## src/rtl/i2cmts_pkg.sv

```systemverilog
// ----------------------------------------------------------------------------
// I2C master transfer sequencer package
// Event codes, bus commands, status codes, phases and the result record.
// ----------------------------------------------------------------------------
package i2cmts_pkg;

   localparam int unsigned MAX_TRANSFER = 256;
   localparam int unsigned LEN_W        = 9;

   // controller events
   localparam logic [2:0] MODE_BEGIN    = 3'd0;
   localparam logic [2:0] MODE_TX_EMPTY = 3'd1;
   localparam logic [2:0] MODE_TX_END   = 3'd2;
   localparam logic [2:0] MODE_RX_FULL  = 3'd3;
   localparam logic [2:0] MODE_ERROR    = 3'd4;

   // bus commands
   localparam logic [1:0] CMD_NONE    = 2'd0;
   localparam logic [1:0] CMD_START   = 2'd1;
   localparam logic [1:0] CMD_RESTART = 2'd2;
   localparam logic [1:0] CMD_STOP    = 2'd3;

   // clock-stretch wait control
   localparam logic [1:0] WAIT_KEEP  = 2'd0;
   localparam logic [1:0] WAIT_SET   = 2'd1;
   localparam logic [1:0] WAIT_CLEAR = 2'd2;

   // completion status
   localparam logic [1:0] ST_OK    = 2'd0;
   localparam logic [1:0] ST_BUSY  = 2'd1;
   localparam logic [1:0] ST_IOERR = 2'd2;

   // interrupt enable bits
   localparam logic [4:0] EN_TX   = 5'b00001;
   localparam logic [4:0] EN_TEND = 5'b00010;
   localparam logic [4:0] EN_RX   = 5'b00100;
   localparam logic [4:0] EN_NACK = 5'b01000;
   localparam logic [4:0] EN_STOP = 5'b10000;

   // configuration register indexes
   localparam logic [1:0] CSR_ADDR = 2'd0;
   localparam logic [1:0] CSR_SEND = 2'd1;
   localparam logic [1:0] CSR_RECV = 2'd2;

   typedef enum logic [7:0] {
      PH_IDLE    = 8'b0000_0001,
      PH_START   = 8'b0000_0010,
      PH_SEND    = 8'b0000_0100,
      PH_RESTART = 8'b0000_1000,
      PH_STOP    = 8'b0001_0000,
      PH_RTOP    = 8'b0010_0000,
      PH_RECV    = 8'b0100_0000,
      PH_RLAST   = 8'b1000_0000
   } phase_type;

   typedef struct packed {
      logic       drive_valid;
      logic [7:0] drive_byte;
      logic       take_send;
      logic [1:0] bus_command;
      logic [1:0] wait_control;
      logic       nack_next;
      logic       got_valid;
      logic [7:0] got_byte;
      logic [4:0] irq_enables;
      logic       clear_stop_flag;
      logic       finished;
      logic [1:0] result_status;
   } rsp_type;

   // saturate a requested length at the transfer limit
   function automatic logic [LEN_W-1:0] clamp_len(input logic [LEN_W-1:0] v);
      if (v > LEN_W'(MAX_TRANSFER)) begin
         return LEN_W'(MAX_TRANSFER);
      end
      return v;
   endfunction

endpackage

```

## src/rtl/i2c_master_transfer_sequencer.sv

```systemverilog
// ----------------------------------------------------------------------------
// I2C master transfer sequencer
// Steps one master write, read or write-restart-read transaction, one
// controller event per beat, and gives the controller actions for each event.
// ----------------------------------------------------------------------------
//
//  channel | direction | handshake          | beat carries
//  --------+-----------+--------------------+------------------------------------
//  req_    | in        | valid / stall      | one controller event and its bytes
//  rsp_    | out       | valid / stall      | one action record for that event
//  csr_    | in        | write enable only  | address, send length, recv length
//
//  Each event is captured in the input register, then stepped into the
//  result register; one event per cycle sustained while rsp_stall is low.
//  The step from input register to result register is combinational.
//  Synchronous active-high reset clears phase, counts, mask, configuration and valid flags.
//  A stalled result holds; the input register still empties into it as soon
//  as the result is taken, so a stall costs no extra bubble.
//
module i2c_master_transfer_sequencer (
   input  logic       clock,
   input  logic       reset,
   // event channel
   input  logic       req_valid,
   output logic       req_stall,
   input  logic [2:0] req_mode,
   input  logic [7:0] req_send_byte,
   input  logic [7:0] req_line_byte,
   input  logic       req_stop_seen,
   input  logic       req_bus_busy,
   // action channel
   output logic       rsp_valid,
   input  logic       rsp_stall,
   output logic       rsp_drive_valid,
   output logic [7:0] rsp_drive_byte,
   output logic       rsp_take_send,
   output logic [1:0] rsp_bus_command,
   output logic [1:0] rsp_wait_control,
   output logic       rsp_nack_next,
   output logic       rsp_got_valid,
   output logic [7:0] rsp_got_byte,
   output logic [4:0] rsp_irq_enables,
   output logic       rsp_clear_stop_flag,
   output logic       rsp_finished,
   output logic [1:0] rsp_result_status,
   // configuration
   input  logic       csr_write,
   input  logic [1:0] csr_index,
   input  logic [8:0] csr_wdata
);

   localparam int unsigned LW = i2cmts_pkg::LEN_W;

   // configuration registers
   logic [6:0]    cfg_addr_ff;
   logic [LW-1:0] cfg_send_ff;
   logic [LW-1:0] cfg_recv_ff;

   // input register
   logic       in_valid_ff, in_valid_in;
   logic [2:0] in_mode_ff;
   logic [7:0] in_send_byte_ff;
   logic [7:0] in_line_byte_ff;
   logic       in_stop_seen_ff;
   logic       in_bus_busy_ff;

   // transaction state
   i2cmts_pkg::phase_type phase_ff, phase_in;
   logic [LW-1:0] send_left_ff, send_left_in;
   logic [LW-1:0] recv_left_ff, recv_left_in;
   logic [1:0]    error_code_ff, error_code_in;
   logic [4:0]    enable_bits_ff, enable_bits_in;
   logic [6:0]    addr_latch_ff, addr_latch_in;
   logic          waiting_ff, waiting_in;

   // result register
   logic                rsp_valid_ff, rsp_valid_in;
   i2cmts_pkg::rsp_type rsp_ff, rsp_in;

   logic          load;
   logic          advance;
   logic [LW-1:0] send_dec;

   // An event moves to the result register when that register is empty or
   // being taken in this cycle.
   assign advance   = in_valid_ff && (!rsp_valid_ff || !rsp_stall);
   assign req_stall = in_valid_ff && !advance;
   assign load      = req_valid && !req_stall;

   assign in_valid_in  = load || (in_valid_ff && !advance);
   assign rsp_valid_in = advance || (rsp_valid_ff && rsp_stall);

   // ------------------------------------------------------------------
   // Configuration writes; an index past the list is dropped.
   // ------------------------------------------------------------------
   always_ff @(posedge clock) begin
      if (reset) begin
         cfg_addr_ff <= '0;
         cfg_send_ff <= '0;
         cfg_recv_ff <= '0;
      end else if (csr_write) begin
         unique case (csr_index)
            i2cmts_pkg::CSR_ADDR: cfg_addr_ff <= csr_wdata[6:0];
            i2cmts_pkg::CSR_SEND: cfg_send_ff <= csr_wdata[LW-1:0];
            i2cmts_pkg::CSR_RECV: cfg_recv_ff <= csr_wdata[LW-1:0];
            default: ;
         endcase
      end
   end

   // ------------------------------------------------------------------
   // Step logic: one event against the current phase.
   // ------------------------------------------------------------------
   assign send_dec = (send_left_ff != '0) ? send_left_ff - LW'(1) : send_left_ff;

   always_comb begin
      phase_in       = phase_ff;
      send_left_in   = send_left_ff;
      recv_left_in   = recv_left_ff;
      error_code_in  = error_code_ff;
      enable_bits_in = enable_bits_ff;
      addr_latch_in  = addr_latch_ff;
      waiting_in     = waiting_ff;
      rsp_in         = '0;

      unique case (in_mode_ff)
         i2cmts_pkg::MODE_BEGIN: begin
            if (in_bus_busy_ff) begin
               // busy bus: report at once, no transaction
               error_code_in        = i2cmts_pkg::ST_BUSY;
               phase_in             = i2cmts_pkg::PH_IDLE;
               waiting_in           = 1'b0;
               rsp_in.finished      = 1'b1;
               rsp_in.result_status = i2cmts_pkg::ST_BUSY;
            end else begin
               // sample configuration and issue the start
               error_code_in      = i2cmts_pkg::ST_OK;
               addr_latch_in      = cfg_addr_ff;
               send_left_in       = i2cmts_pkg::clamp_len(cfg_send_ff);
               recv_left_in       = i2cmts_pkg::clamp_len(cfg_recv_ff);
               phase_in           = i2cmts_pkg::PH_START;
               waiting_in         = 1'b1;
               enable_bits_in     = i2cmts_pkg::EN_TX | i2cmts_pkg::EN_NACK;
               rsp_in.bus_command = i2cmts_pkg::CMD_START;
            end
         end

         i2cmts_pkg::MODE_TX_EMPTY: begin
            if (phase_ff == i2cmts_pkg::PH_START) begin
               // address byte: write direction if there is data to send
               rsp_in.drive_valid = 1'b1;
               if (send_left_ff != '0) begin
                  rsp_in.drive_byte = {addr_latch_ff, 1'b0};
                  phase_in          = i2cmts_pkg::PH_SEND;
               end else begin
                  rsp_in.drive_byte = {addr_latch_ff, 1'b1};
                  enable_bits_in    = (enable_bits_ff | i2cmts_pkg::EN_RX)
                                      & ~i2cmts_pkg::EN_TX;
                  phase_in          = i2cmts_pkg::PH_RTOP;
               end
            end else if (phase_ff == i2cmts_pkg::PH_SEND) begin
               send_left_in = send_dec;
               if (send_dec == '0) begin
                  phase_in       = (recv_left_ff == '0) ? i2cmts_pkg::PH_STOP
                                                        : i2cmts_pkg::PH_RESTART;
                  enable_bits_in = (enable_bits_ff | i2cmts_pkg::EN_TEND)
                                   & ~i2cmts_pkg::EN_TX;
               end
               rsp_in.drive_valid = 1'b1;
               rsp_in.drive_byte  = in_send_byte_ff;
               rsp_in.take_send   = 1'b1;
            end
         end

         i2cmts_pkg::MODE_TX_END: begin
            if (phase_ff == i2cmts_pkg::PH_STOP) begin
               enable_bits_in     = (enable_bits_ff & ~i2cmts_pkg::EN_TEND)
                                    | i2cmts_pkg::EN_STOP;
               rsp_in.bus_command = i2cmts_pkg::CMD_STOP;
            end else if (phase_ff == i2cmts_pkg::PH_RESTART) begin
               enable_bits_in     = i2cmts_pkg::EN_TX | i2cmts_pkg::EN_NACK;
               rsp_in.bus_command = i2cmts_pkg::CMD_RESTART;
               phase_in           = i2cmts_pkg::PH_START;
            end
         end

         i2cmts_pkg::MODE_RX_FULL: begin
            if (phase_ff == i2cmts_pkg::PH_RTOP) begin
               // dummy read of the address echo
               if (recv_left_ff <= LW'(2)) begin
                  rsp_in.wait_control = i2cmts_pkg::WAIT_SET;
               end
               if (recv_left_ff <= LW'(1)) begin
                  rsp_in.nack_next = 1'b1;
                  phase_in         = i2cmts_pkg::PH_RLAST;
               end else begin
                  phase_in = i2cmts_pkg::PH_RECV;
               end
            end else if (phase_ff == i2cmts_pkg::PH_RECV) begin
               if (recv_left_ff == LW'(3)) begin
                  rsp_in.wait_control = i2cmts_pkg::WAIT_SET;
               end
               if (recv_left_ff == LW'(2)) begin
                  rsp_in.nack_next = 1'b1;
                  phase_in         = i2cmts_pkg::PH_RLAST;
               end
               rsp_in.got_valid = 1'b1;
               rsp_in.got_byte  = in_line_byte_ff;
               if (recv_left_ff != '0) begin
                  recv_left_in = recv_left_ff - LW'(1);
               end
            end else if (phase_ff == i2cmts_pkg::PH_RLAST) begin
               // final byte: release the wait and stop
               rsp_in.clear_stop_flag = 1'b1;
               enable_bits_in         = (enable_bits_ff | i2cmts_pkg::EN_STOP)
                                        & ~i2cmts_pkg::EN_RX;
               rsp_in.bus_command     = i2cmts_pkg::CMD_STOP;
               rsp_in.got_valid       = 1'b1;
               rsp_in.got_byte        = in_line_byte_ff;
               rsp_in.wait_control    = i2cmts_pkg::WAIT_CLEAR;
               if (recv_left_ff != '0) begin
                  recv_left_in = recv_left_ff - LW'(1);
               end
               phase_in = i2cmts_pkg::PH_STOP;
            end
         end

         i2cmts_pkg::MODE_ERROR: begin
            if (in_stop_seen_ff) begin
               // stop on the bus: close the transaction
               if (phase_ff != i2cmts_pkg::PH_STOP) begin
                  error_code_in = i2cmts_pkg::ST_IOERR;
               end
               enable_bits_in = '0;
               if (waiting_ff) begin
                  waiting_in             = 1'b0;
                  rsp_in.finished        = 1'b1;
                  rsp_in.result_status   = (phase_ff != i2cmts_pkg::PH_STOP)
                                           ? i2cmts_pkg::ST_IOERR : error_code_ff;
                  rsp_in.clear_stop_flag = 1'b1;
               end
               phase_in = i2cmts_pkg::PH_IDLE;
            end else begin
               // NACK or other fault: force a stop
               error_code_in          = i2cmts_pkg::ST_IOERR;
               phase_in               = i2cmts_pkg::PH_STOP;
               rsp_in.clear_stop_flag = 1'b1;
               enable_bits_in         = i2cmts_pkg::EN_STOP;
               rsp_in.bus_command     = i2cmts_pkg::CMD_STOP;
            end
         end

         default: ;
      endcase

      rsp_in.irq_enables = enable_bits_in;
   end

   // ------------------------------------------------------------------
   // Control registers
   // ------------------------------------------------------------------
   always_ff @(posedge clock) begin
      if (reset) begin
         in_valid_ff    <= 1'b0;
         rsp_valid_ff   <= 1'b0;
         phase_ff       <= i2cmts_pkg::PH_IDLE;
         send_left_ff   <= '0;
         recv_left_ff   <= '0;
         error_code_ff  <= i2cmts_pkg::ST_OK;
         enable_bits_ff <= '0;
         addr_latch_ff  <= '0;
         waiting_ff     <= 1'b0;
      end else begin
         in_valid_ff  <= in_valid_in;
         rsp_valid_ff <= rsp_valid_in;
         if (advance) begin
            phase_ff       <= phase_in;
            send_left_ff   <= send_left_in;
            recv_left_ff   <= recv_left_in;
            error_code_ff  <= error_code_in;
            enable_bits_ff <= enable_bits_in;
            addr_latch_ff  <= addr_latch_in;
            waiting_ff     <= waiting_in;
         end
      end
   end

   // ------------------------------------------------------------------
   // Payload registers: input captures on load, result on advance; hold otherwise.
   // ------------------------------------------------------------------
   always_ff @(posedge clock) begin
      if (load) begin
         in_mode_ff      <= req_mode;
         in_send_byte_ff <= req_send_byte;
         in_line_byte_ff <= req_line_byte;
         in_stop_seen_ff <= req_stop_seen;
         in_bus_busy_ff  <= req_bus_busy;
      end
      if (advance) begin
         rsp_ff <= rsp_in;
      end
   end

   assign rsp_valid           = rsp_valid_ff;
   assign rsp_drive_valid     = rsp_ff.drive_valid;
   assign rsp_drive_byte      = rsp_ff.drive_byte;
   assign rsp_take_send       = rsp_ff.take_send;
   assign rsp_bus_command     = rsp_ff.bus_command;
   assign rsp_wait_control    = rsp_ff.wait_control;
   assign rsp_nack_next       = rsp_ff.nack_next;
   assign rsp_got_valid       = rsp_ff.got_valid;
   assign rsp_got_byte        = rsp_ff.got_byte;
   assign rsp_irq_enables     = rsp_ff.irq_enables;
   assign rsp_clear_stop_flag = rsp_ff.clear_stop_flag;
   assign rsp_finished        = rsp_ff.finished;
   assign rsp_result_status   = rsp_ff.result_status;

endmodule

```

## config.mk

```make
export PLATFORM = sky130hd
export DESIGN_NAME = i2c_master_transfer_sequencer
export DESIGN_NICKNAME = d
export VERILOG_FILES = /design/src/rtl/i2cmts_pkg.sv /design/src/rtl/i2c_master_transfer_sequencer.sv
export SDC_FILE = /design/constraint.sdc
export NUM_CORES = 1
export LEC_CHECK = 0
export BUFFER_PORTS_ARGS = -buffer_cell sky130_fd_sc_hd__clkbuf_2
export CAP_MARGIN = 20
export CORE_UTILIZATION = 30
export CTS_CLUSTER_SIZE = 16
export DETAILED_ROUTE_END_ITERATION = 8
export GPL_TIMING_DRIVEN = 0
export PLACE_DENSITY = 0.58
export SLEW_MARGIN = 25
export SYNTH_ARGS = -nofsm -noshare
export SYNTH_HDL_FRONTEND = slang
export SYNTH_SLANG_ARGS = --single-unit
export TNS_END_PERCENT = 5
```

## constraint.sdc

```tcl
create_clock -name clock -period 3.3 [get_ports clock]
set_input_delay 0.33 -clock clock [delete_from_list [all_inputs] [get_ports clock]]
set_output_delay 0.33 -clock clock [all_outputs]
set_load 0.005 [all_outputs]
```

# Word level (Yosys, flattened, before mapping)
# Cells that the tools add are included.
# word_totals
regBits	122
inputBits	37
out_inout_bits	35
elab_cells	182
# op_classes
n_addsub	2
order_cmp	4
eq_ne	28
mux	84
bitwise_logic	3
n_reduce_logical	32
# ops
op	n
9-bit two-way mux	16
8-bit two-way mux	10
5-bit two-way mux	9
8-bit one-hot mux with 5 select lines	1
9-bit one-hot mux with 2 select lines	2
5-bit one-hot mux with 5 select lines	1
2-bit two-way mux	11
1-bit two-way mux	20
9-bit by 2-bit == test with 1-bit output, second input constant	2
9-bit greater-than comparator, second input constant	2
9-bit zero test	2
9-bit nonzero test	2
9-bit by 1-bit subtractor with 9-bit output, second input constant	2
3-bit two-way mux	5
2-bit != test, second input constant	7
10-bit two-way mux	1
5-bit AND reduction	2
9-bit by 1-bit less-or-equal comparator with 1-bit output, second input constant	1
9-bit by 2-bit less-or-equal comparator with 1-bit output, second input constant	1
3-bit != test, second input constant	3
8-bit by 2-bit == test with 1-bit output, second input constant	1
8-bit by 3-bit == test with 1-bit output, second input constant	1
8-bit by 4-bit == test with 1-bit output, second input constant	1
8-bit by 5-bit == test with 1-bit output, second input constant	1
28 further kinds	49

# Longest topological paths before layout
# Gate-level depths: netlist (run 1).
# logic_depth
depth_word	8
depth_mapped	10
ltp_nobuf	9

# Worst setup path after synthesis (run 1)
# Ideal clock, no wire load.
# synth_timing
kind	reg-to-reg
from	register rsp_valid_ff, in the netlist rsp_valid
to	register send_left_ff[2]
setup_time_ps	128
t_arrival_ps	2519
required_ps	3172
setup_slack_ps	654
stages_incl_launch_ff	10
path_buffers	2
synth_period_minus_slack_ps	2646
path_cell_list	dfxtp_1 nand2_1 nand2_1 clkinv_1 and2_1 and3_1 clkbuf_1 clkbuf_1 o21ai_0 nor2_1
# synth_via
elab_chain_cells	4
# synth_lines
item	line	text
start: declaration	i2c_master_transfer_sequencer.sv:77	logic rsp_valid_ff, rsp_valid_in;
start signal: assignment	i2c_master_transfer_sequencer.sv:275	rsp_valid_ff <= rsp_valid_in;
1-bit zero test	i2c_master_transfer_sequencer.sv:86	assign advance = in_valid_ff && (!rsp_valid_ff || !rsp_stall);
1-bit logical OR	i2c_master_transfer_sequencer.sv:86	
1-bit logical AND	i2c_master_transfer_sequencer.sv:86	
named net advance	i2c_master_transfer_sequencer.sv:81	logic advance;
5-bit AND reduction (no source line)	-	
end signal: assignment	i2c_master_transfer_sequencer.sv:278	send_left_ff <= send_left_in;
end: declaration	i2c_master_transfer_sequencer.sv:69	logic [LW-1:0] send_left_ff, send_left_in;
# The timed path passes the listed nets, and every way through them passes these cells.
# A chain may end at the register's enable or synchronous reset.

# Worst setup path in the final report (run 1)
# layout_timing
from	register send_left_ff[0]
to	register phase_ff[2]
# layout_via
elab_chain_cells	5
elab_cells_between_ends	9
cone_classes	1 x add/sub; 1 x eq/ne; 4 x mux; 3 x reduce/logical
# layout_lines
item	line	text
9-bit by 1-bit subtractor with 9-bit output / 9-bit nonzero test (equally long branches)	i2c_master_transfer_sequencer.sv:114, i2c_master_transfer_sequencer.sv:152	
9-bit two-way mux	i2c_master_transfer_sequencer.sv:114	assign send_dec = (send_left_ff != '0) ? send_left_ff - LW'(1) : send_left_ff;
9-bit zero test	i2c_master_transfer_sequencer.sv:163	if (send_dec == '0) begin
3-bit != test (no source line)	-	
8-bit AND reduction (no source line)	-	
end signal: assignment	i2c_master_transfer_sequencer.sv:266	phase_ff <= i2cmts_pkg::PH_IDLE;
end signal: assignment	i2c_master_transfer_sequencer.sv:277	phase_ff <= phase_in;
end: declaration	i2c_master_transfer_sequencer.sv:68	i2cmts_pkg::phase_type phase_ff, phase_in;
# Several ways; a longest one is shown, not always the timed one.

==> results.md, run 1 <==
* Slew margin rel. at 44.53%
* Hold depth at 1
* Worst-Skew Late Latency at 0.42 ns
* Sequential cell area fraction in the yosys report at 52.28%
* TNS Setup at 0 ns
* Post-synth EDFFs at 54
* Part of the cycle the worst path needs at 91.01%
* Antenna violations before repair at 0
* Top cells by area, synth: edfxtp_1 28%, dfxtp_1 24%, mux2i_1 6.5%, nor2_1 5.9%, a21oi_1 3.7%
* GR Util met1 at 19.62%
* Post-route insts no fill at 913
* DR pass1 iterations at 4
* Max IR drop VDD at 0.3299 mV
* Post-detail-place hpwl at 10,120 µm
* WP data required at 3.60 ns
* Post-CTS Setup Repair Bufs at 0
* Die width at 139.9 µm
* Cell count after synthesis at 576
* Fin Hold WS at 0.08243 ns
* Maximum buffer depth of the clock tree at 2
* Post-route ant nets at 0
* Most used routing layer: met2
* Slew @ Worst Pin at 0.8252 ns
* CP Launch Type: register
* Ant diodes at 0
* Layout cells sized above 1 at 18.85%
* Grt met2 use at 23.97%
* Setup slack after layout at 0.2966 ns
* Routed len/inst at 15.30 µm
* Syn. warnings at 0
* Dpl cells at 881
* FF-to-FF End: phase_ff[2]
* Total power at 3.680 mW
* Initial Util at 30.60%
* Max Freq at 0.3330 GHz
* GRT overflow at 0
* CTS tree: yes
* Port bufs at 70
* Worst Path Max Fanout at 9
* Final Max Slew Viols at 0
* Worst Hold End: in_send_byte_ff[4]
* Routability Congestion at 0.8652
* DP Area at 6370 µm²
* Leading area contributor after synthesis: edfxtp_1
* Clock Pin Slew Worst Setup and Hold Paths at 0.06 ns
* Synth Flop Type: dfxtp_1
* Top Ports at 72
* Mean Syn Cell Area at 9.905 µm²
* Skew final at 0.007163 ns
* Top-area cell type share of the netlist area at 28.42%
* Count leader, synth: nor2_1
* Floorplan row count at 50
* Worst slack at placement at 0.2932 ns
* DRC violations left at 0
* Fill cells at 1,914
* Vias in the first global route at 4,248
* Global-route wire length before repair at 22,500 µm
* Final setup viols at 0
* Total Routing Usage GR at 14.95%
* Nets at 709
* Die Ht at 139.9 µm
* CTS root buf: clkbuf_16
* Total number of vias at 4,525
* Met3 Resource Use GR at 3.487%
* Largest net degree at the start of global routing at 43
* Hold/Removal Path Class: input port to register
* Reg2reg path depth at 10
* Post_cts resized at 0
* Leak Pwr at 2.780 nW
* Flop2flop setup slack at 0.30 ns
* Finished Cell Area at 6935 µm²
* Cell variety after synth at 62
* Die area at 19,570 µm²
* Fin util at 37.20%
* CTS hold repair buffers at 0
* Post-Syn Nets at 619
* Endpoints failing hold at 0
* CP Data Arrival Time at 3.30 ns
* RSZ-0062 raised after global routing: no
* WL final at 13,970 µm
* Cell area after synthesis at 5705 µm²
* Max-cap violations at 0
* Crit path capture type: register
* Vias per inst at 4.956
* Flop and latch count out of synthesis at 122
* Initial drt markers at 318
* Area grow syn2layout at 21.56%
* Final min period at 3.003 ns
* CORE AREA at 18,640 µm²
* P per Cell Area at 530.6 nW/µm²
* TritonCTS Sinks at 122
* Crit Path Class: register to register
* Beginning of the worst hold path: req_send_byte[4]
* Worst r2r src: send_left_ff[0]
* Post-synth ARST share at 0%
* H-tree Lvls at 4
* Cts bufs inserted at 17
* Status: complete, no violations
* Top cells by count, synth: 90 x nor2_1, 68 x dfxtp_1, 54 x edfxtp_1
[state kept, by name (all words and copies together), names as in the netlist, 2 cells and up]
name and count:
recv_left_ff 9, in_mode_ff 3, rsp_wait_control 2, in_line_byte_ff 8, send_left_ff 9, error_code_ff 2
rsp_got_byte 8, cfg_send_ff 9, rsp_result_status 2, addr_latch_ff 7, cfg_recv_ff 9, rsp_bus_command 2
cfg_addr_ff 7, in_send_byte_ff 8, rsp_irq_enables 5, enable_bits_ff 5, rsp_drive_byte 8, phase_ff 8
[placed cells by master (no fill, tap or decap), types with 4 or more instances in the layout]
master | Yosys | final
a211oi_1 | 8 | 8
a21oi_1 | 42 | 42
a22o_1 | 7 | 7
a22oi_1 | 4 | 4
a31oi_1 | 5 | 5
and2_1 | 12 | 12
and3_1 | 8 | 8
buf_1 | 4 | 4
clkbuf_1 | 25 | 25
clkbuf_16 | 0 | 17
clkbuf_2 | 0 | 70
clkinvlp_4 | 0 | 4
dfxtp_1 | 68 | 68
edfxtp_1 | 54 | 54
ha_1 | 6 | 6
inv_1 | 14 | 14
inv_6 | 0 | 5
mux2i_1 | 37 | 37
nand2_1 | 35 | 35
nand2b_1 | 10 | 10
nand3_1 | 11 | 11
nand3b_1 | 8 | 8
nand4b_1 | 4 | 4
nor2_1 | 90 | 90
nor2b_1 | 6 | 5
nor3_1 | 20 | 20
nor3b_1 | 4 | 4
o211ai_1 | 8 | 8
o21ai_0 | 30 | 30
o31ai_1 | 5 | 5
[critical path: stages, from the launching register on]
cell and delay [ns]:
dfxtp_1 0.30, buf_6 0.13, inv_1 0.08, ha_1 0.31
nor4b_4 0.38, a21oi_1 0.11, a21oi_1 0.26, o311ai_1 0.21
a2111o_1 0.48, a21boi_4 0.28, mux2_1 0.34
[cells by family after synthesis]
family                   synth area share [%]
adder cells (fa/ha/maj)                 1.316
multiplexers                            6.952
AO/OA/AOI/OAI                           15.07
XOR/XNOR                               0.6141
flip-flops                              52.28
AND/OR/NAND/NOR                         20.50
buffers and inverters                   3.267
[routing by layer]
metal	vias to the layer above	share of wire [%]
li1	2280	-
met1	2134	48
met2	100	47
met3	11	4.0
met4	0	1.2
met5	-	0
[report_power, final]
group          internal, mW  switching [mW]  total (mW)
Sequential             1.63          0.0267        1.66
Combinational        0.0965           0.160       0.256
Clock                  1.04           0.723        1.77
[how the worst max path moves through the flow]
stage                     from               to  slack [ns]  depth (start not counted)
6_report       send_left_ff[0]      phase_ff[2]        0.30                         10
3_3_place_gp         rsp_stall  send_left_ff[4]       -0.38                         10
4_1_cts        send_left_ff[0]      phase_ff[2]        0.28                         10
2_1_floorplan        rsp_valid  send_left_ff[2]        0.65                          9
5_1_grt              rsp_valid  send_left_ff[0]        0.06                          9
3_5_place_dp   send_left_ff[0]      phase_ff[2]        0.29                         10
[final cells by class]
cell class                      instances  area (µm²)  share of cell area [%]
Sequential cell                       122        2983                   43.01
Multi-Input combinational cell        407        2545                   36.69
Clock buffer                           17       425.4                   6.134
Timing Repair Buffer                   71       361.6                   5.214
Tap cell                              234       292.8                   4.222
Clock inverter                         15       140.1                   2.021
Buffer                                 32       130.1                   1.876
Inverter                               15       57.56                  0.8299
(Power assumes the default switching activity.)
==> run 2: changes to the inputs <==
Settings changed: REMOVE_ABC_BUFFERS set to 1.
==> run 2 against run 1 <==
- combinational power shrank 5%
- flip-flop and latch count did not move
- sequential share of layout area is 0.24 points higher
- global-route usage is 0.89 points lower
- fmax is 0.68% lower
- first-iteration DRC count grew 8.8%
- final cell count is 3.2% lower
- total power up 0.86%
- setup slack lost 0.021 ns
==> results.md, run 2 (synthesis gave the netlist of run 1 again) <==
* CTS tree: yes
* DRC violations left at 0
* Maximum buffer depth of the clock tree at 2
* Part of the power in registers at 44.8%
* Status: complete, no violations
* Ant diodes at 0
* Worst Path Max Fanout at 9
* Total number of vias at 4,388
* Global-route wire length before repair at 21,380 µm
* Die width at 139.9 µm
* Slew margin rel. at 34.51%
* Initial drt markers at 346
* Most frequent cells in the layout: 89 x nor2_1, 70 x clkbuf_2, 68 x dfxtp_1
* Hold depth at 1
* Post-route ant nets at 0
* Final Max Slew Viols at 0
* CP Launch Type: register
* Clock Pin Slew Worst Setup and Hold Paths at 0.06 ns
* Dpl cells at 851
* Leak Pwr at 2.782 nW
* Worst-Skew Late Latency at 0.42 ns
* Endpoints failing hold at 0
* WL final at 13,070 µm
* Vias in the first global route at 4,200
* H-tree Lvls at 4
* Skew final at 0.009380 ns
* CORE AREA at 18,640 µm²
* Routability Congestion at 0.7984
* Port bufs at 71
* CTS hold repair buffers at 0
* Max Freq at 0.3307 GHz
* CP Data Arrival Time at 3.33 ns
* Die area at 19,570 µm²
* Top Ports at 72
* Flop2flop setup slack at 0.28 ns
* Largest net degree at the start of global routing at 47
* Part of the cycle the worst path needs at 91.63%
* Hold/Removal Path Class: input port to register
* DR pass1 iterations at 7
* Die Ht at 139.9 µm
* Post-CTS Setup Repair Bufs at 0
* Reg2reg path depth at 9
* Initial Util at 30.60%
* Floorplan row count at 50
* Layout cells sized above 1 at 19.69%
* Total Routing Usage GR at 14.05%
* Crit path capture type: register
* WP data required at 3.60 ns
* Part of the power in combinational logic at 6.6%
* Routed len/inst at 14.78 µm
* Worst r2r src: send_left_ff[0]
* Post_cts resized at 0
* Vias per inst at 4.964
* Switch share at 22.95%
* Final setup viols at 0
* Area grow syn2layout at 20.88%
* Antenna violations before repair at 0
* Post-route insts no fill at 884
* CTS root buf: clkbuf_16
* Finished Cell Area at 6897 µm²
* Nets at 680
* TritonCTS Sinks at 122
* Switch Pwr at 0.8518 mW
* Slew @ Worst Pin at 0.9787 ns
* Clk network pwr share at 48.6%
* DP Area at 6294 µm²
* Final min period at 3.024 ns
* P per Cell Area at 538.2 nW/µm²
* Max IR drop VDD at 0.2957 mV
* FF-to-FF End: phase_ff[2]
* Internal power at 2.860 mW
* Beginning of the worst hold path: req_send_byte[3]
* Worst Hold End: in_send_byte_ff[3]
* Most common cell after layout, fill and taps aside: nor2_1
* Crit Path Class: register to register
* Cts bufs inserted at 17
* RSZ-0062 raised after global routing: no
* Max-cap violations at 0
* Fill cells at 1,901
* GRT overflow at 0
* Post-detail-place hpwl at 9234 µm
run 2: cell types whose count changed in the layout (fill, tap and decap cells not counted), sizes merged:
cell,before,now
clkbuf,112,95
buf,8,3
inv,19,15
clkinvlp,4,2
bufinv,1,0
run 2: routing by layer:
layer / part of all wire [%] / GRT usage [%] / vias to the layer above
li1: - / - / 2217
met1: 47 / 17.51 / 2080
met4: 1.0 / 4.511 / 0
met2: 48 / 23.61 / 79
met5: 0 / 0 / -
met3: 3.3 / 3.726 / 12
run 2: power by group through the flow:
| stage | Clock [mW] | Sequential [mW] | Combinational [mW] |
|---|---|---|---|
| 4_1_cts | 1.85 | 1.66 | 0.246 |
| 6_report | 1.81 | 1.66 | 0.243 |
| 5_1_grt | 1.92 | 1.67 | 0.271 |
| 3_3_place_gp | 0 | 1.70 | 0.233 |
| 3_5_place_dp | 0 | 1.69 | 0.244 |
| 2_1_floorplan | 0 | 1.69 | 0.139 |
run 2: metrics by stage:
| step | power [mW] | setup TNS, ns | setup WS [ns] | hold slack, ns | util, % |
|---|---|---|---|---|---|
| floorplan | 1.826 | 0 | 0.7654 | 0.3991 | - |
| global placement | 1.930 | -3.354 | -0.2689 | 0.4573 | 33.38 |
| detailed placement | 1.939 | 0 | 0.1003 | 0.4650 | 33.76 |
| CTS | 3.761 | 0 | 0.09162 | 0.06896 | 36.92 |
| global route | 3.862 | 0 | 0.07773 | 0.06584 | 36.99 |
| finish | 3.712 | 0 | 0.2761 | 0.08620 | 36.99 |
run 2: layout make-up:
class / count / area, µm² / share of cell area (%)
clock buffers: 24 / 535.5 / 7.765
multi-input cells: 407 / 2557 / 37.08
clock inverters: 8 / 53.80 / 0.7801
repair buffers: 74 / 416.7 / 6.041
well taps: 234 / 292.8 / 4.245
flip-flops and latches: 122 / 2983 / 43.25
inverters: 15 / 57.56 / 0.8345
run 2: worst max path at each step:
stage               startpoint         endpoint  slack (ns)
2_1_floorplan  send_left_ff[0]      phase_ff[2]        0.77
3_3_place_gp         rsp_stall  send_left_ff[8]       -0.27
3_5_place_dp     in_mode_ff[0]      phase_ff[2]        0.10
4_1_cts          in_mode_ff[0]      phase_ff[2]        0.09
5_1_grt        send_left_ff[0]      phase_ff[2]        0.08
6_report       send_left_ff[0]      phase_ff[2]        0.28
run 2: worst max-delay path, stage by stage, from the launching register on:
cell and delay, ns:
dfxtp_1 0.51, inv_1 0.11, ha_1 0.32, nor4b_4 0.19, and2_1 0.22, a21oi_1 0.24
o311ai_1 0.19, a2111o_1 0.47, a21boi_4 0.30, mux2_1 0.34
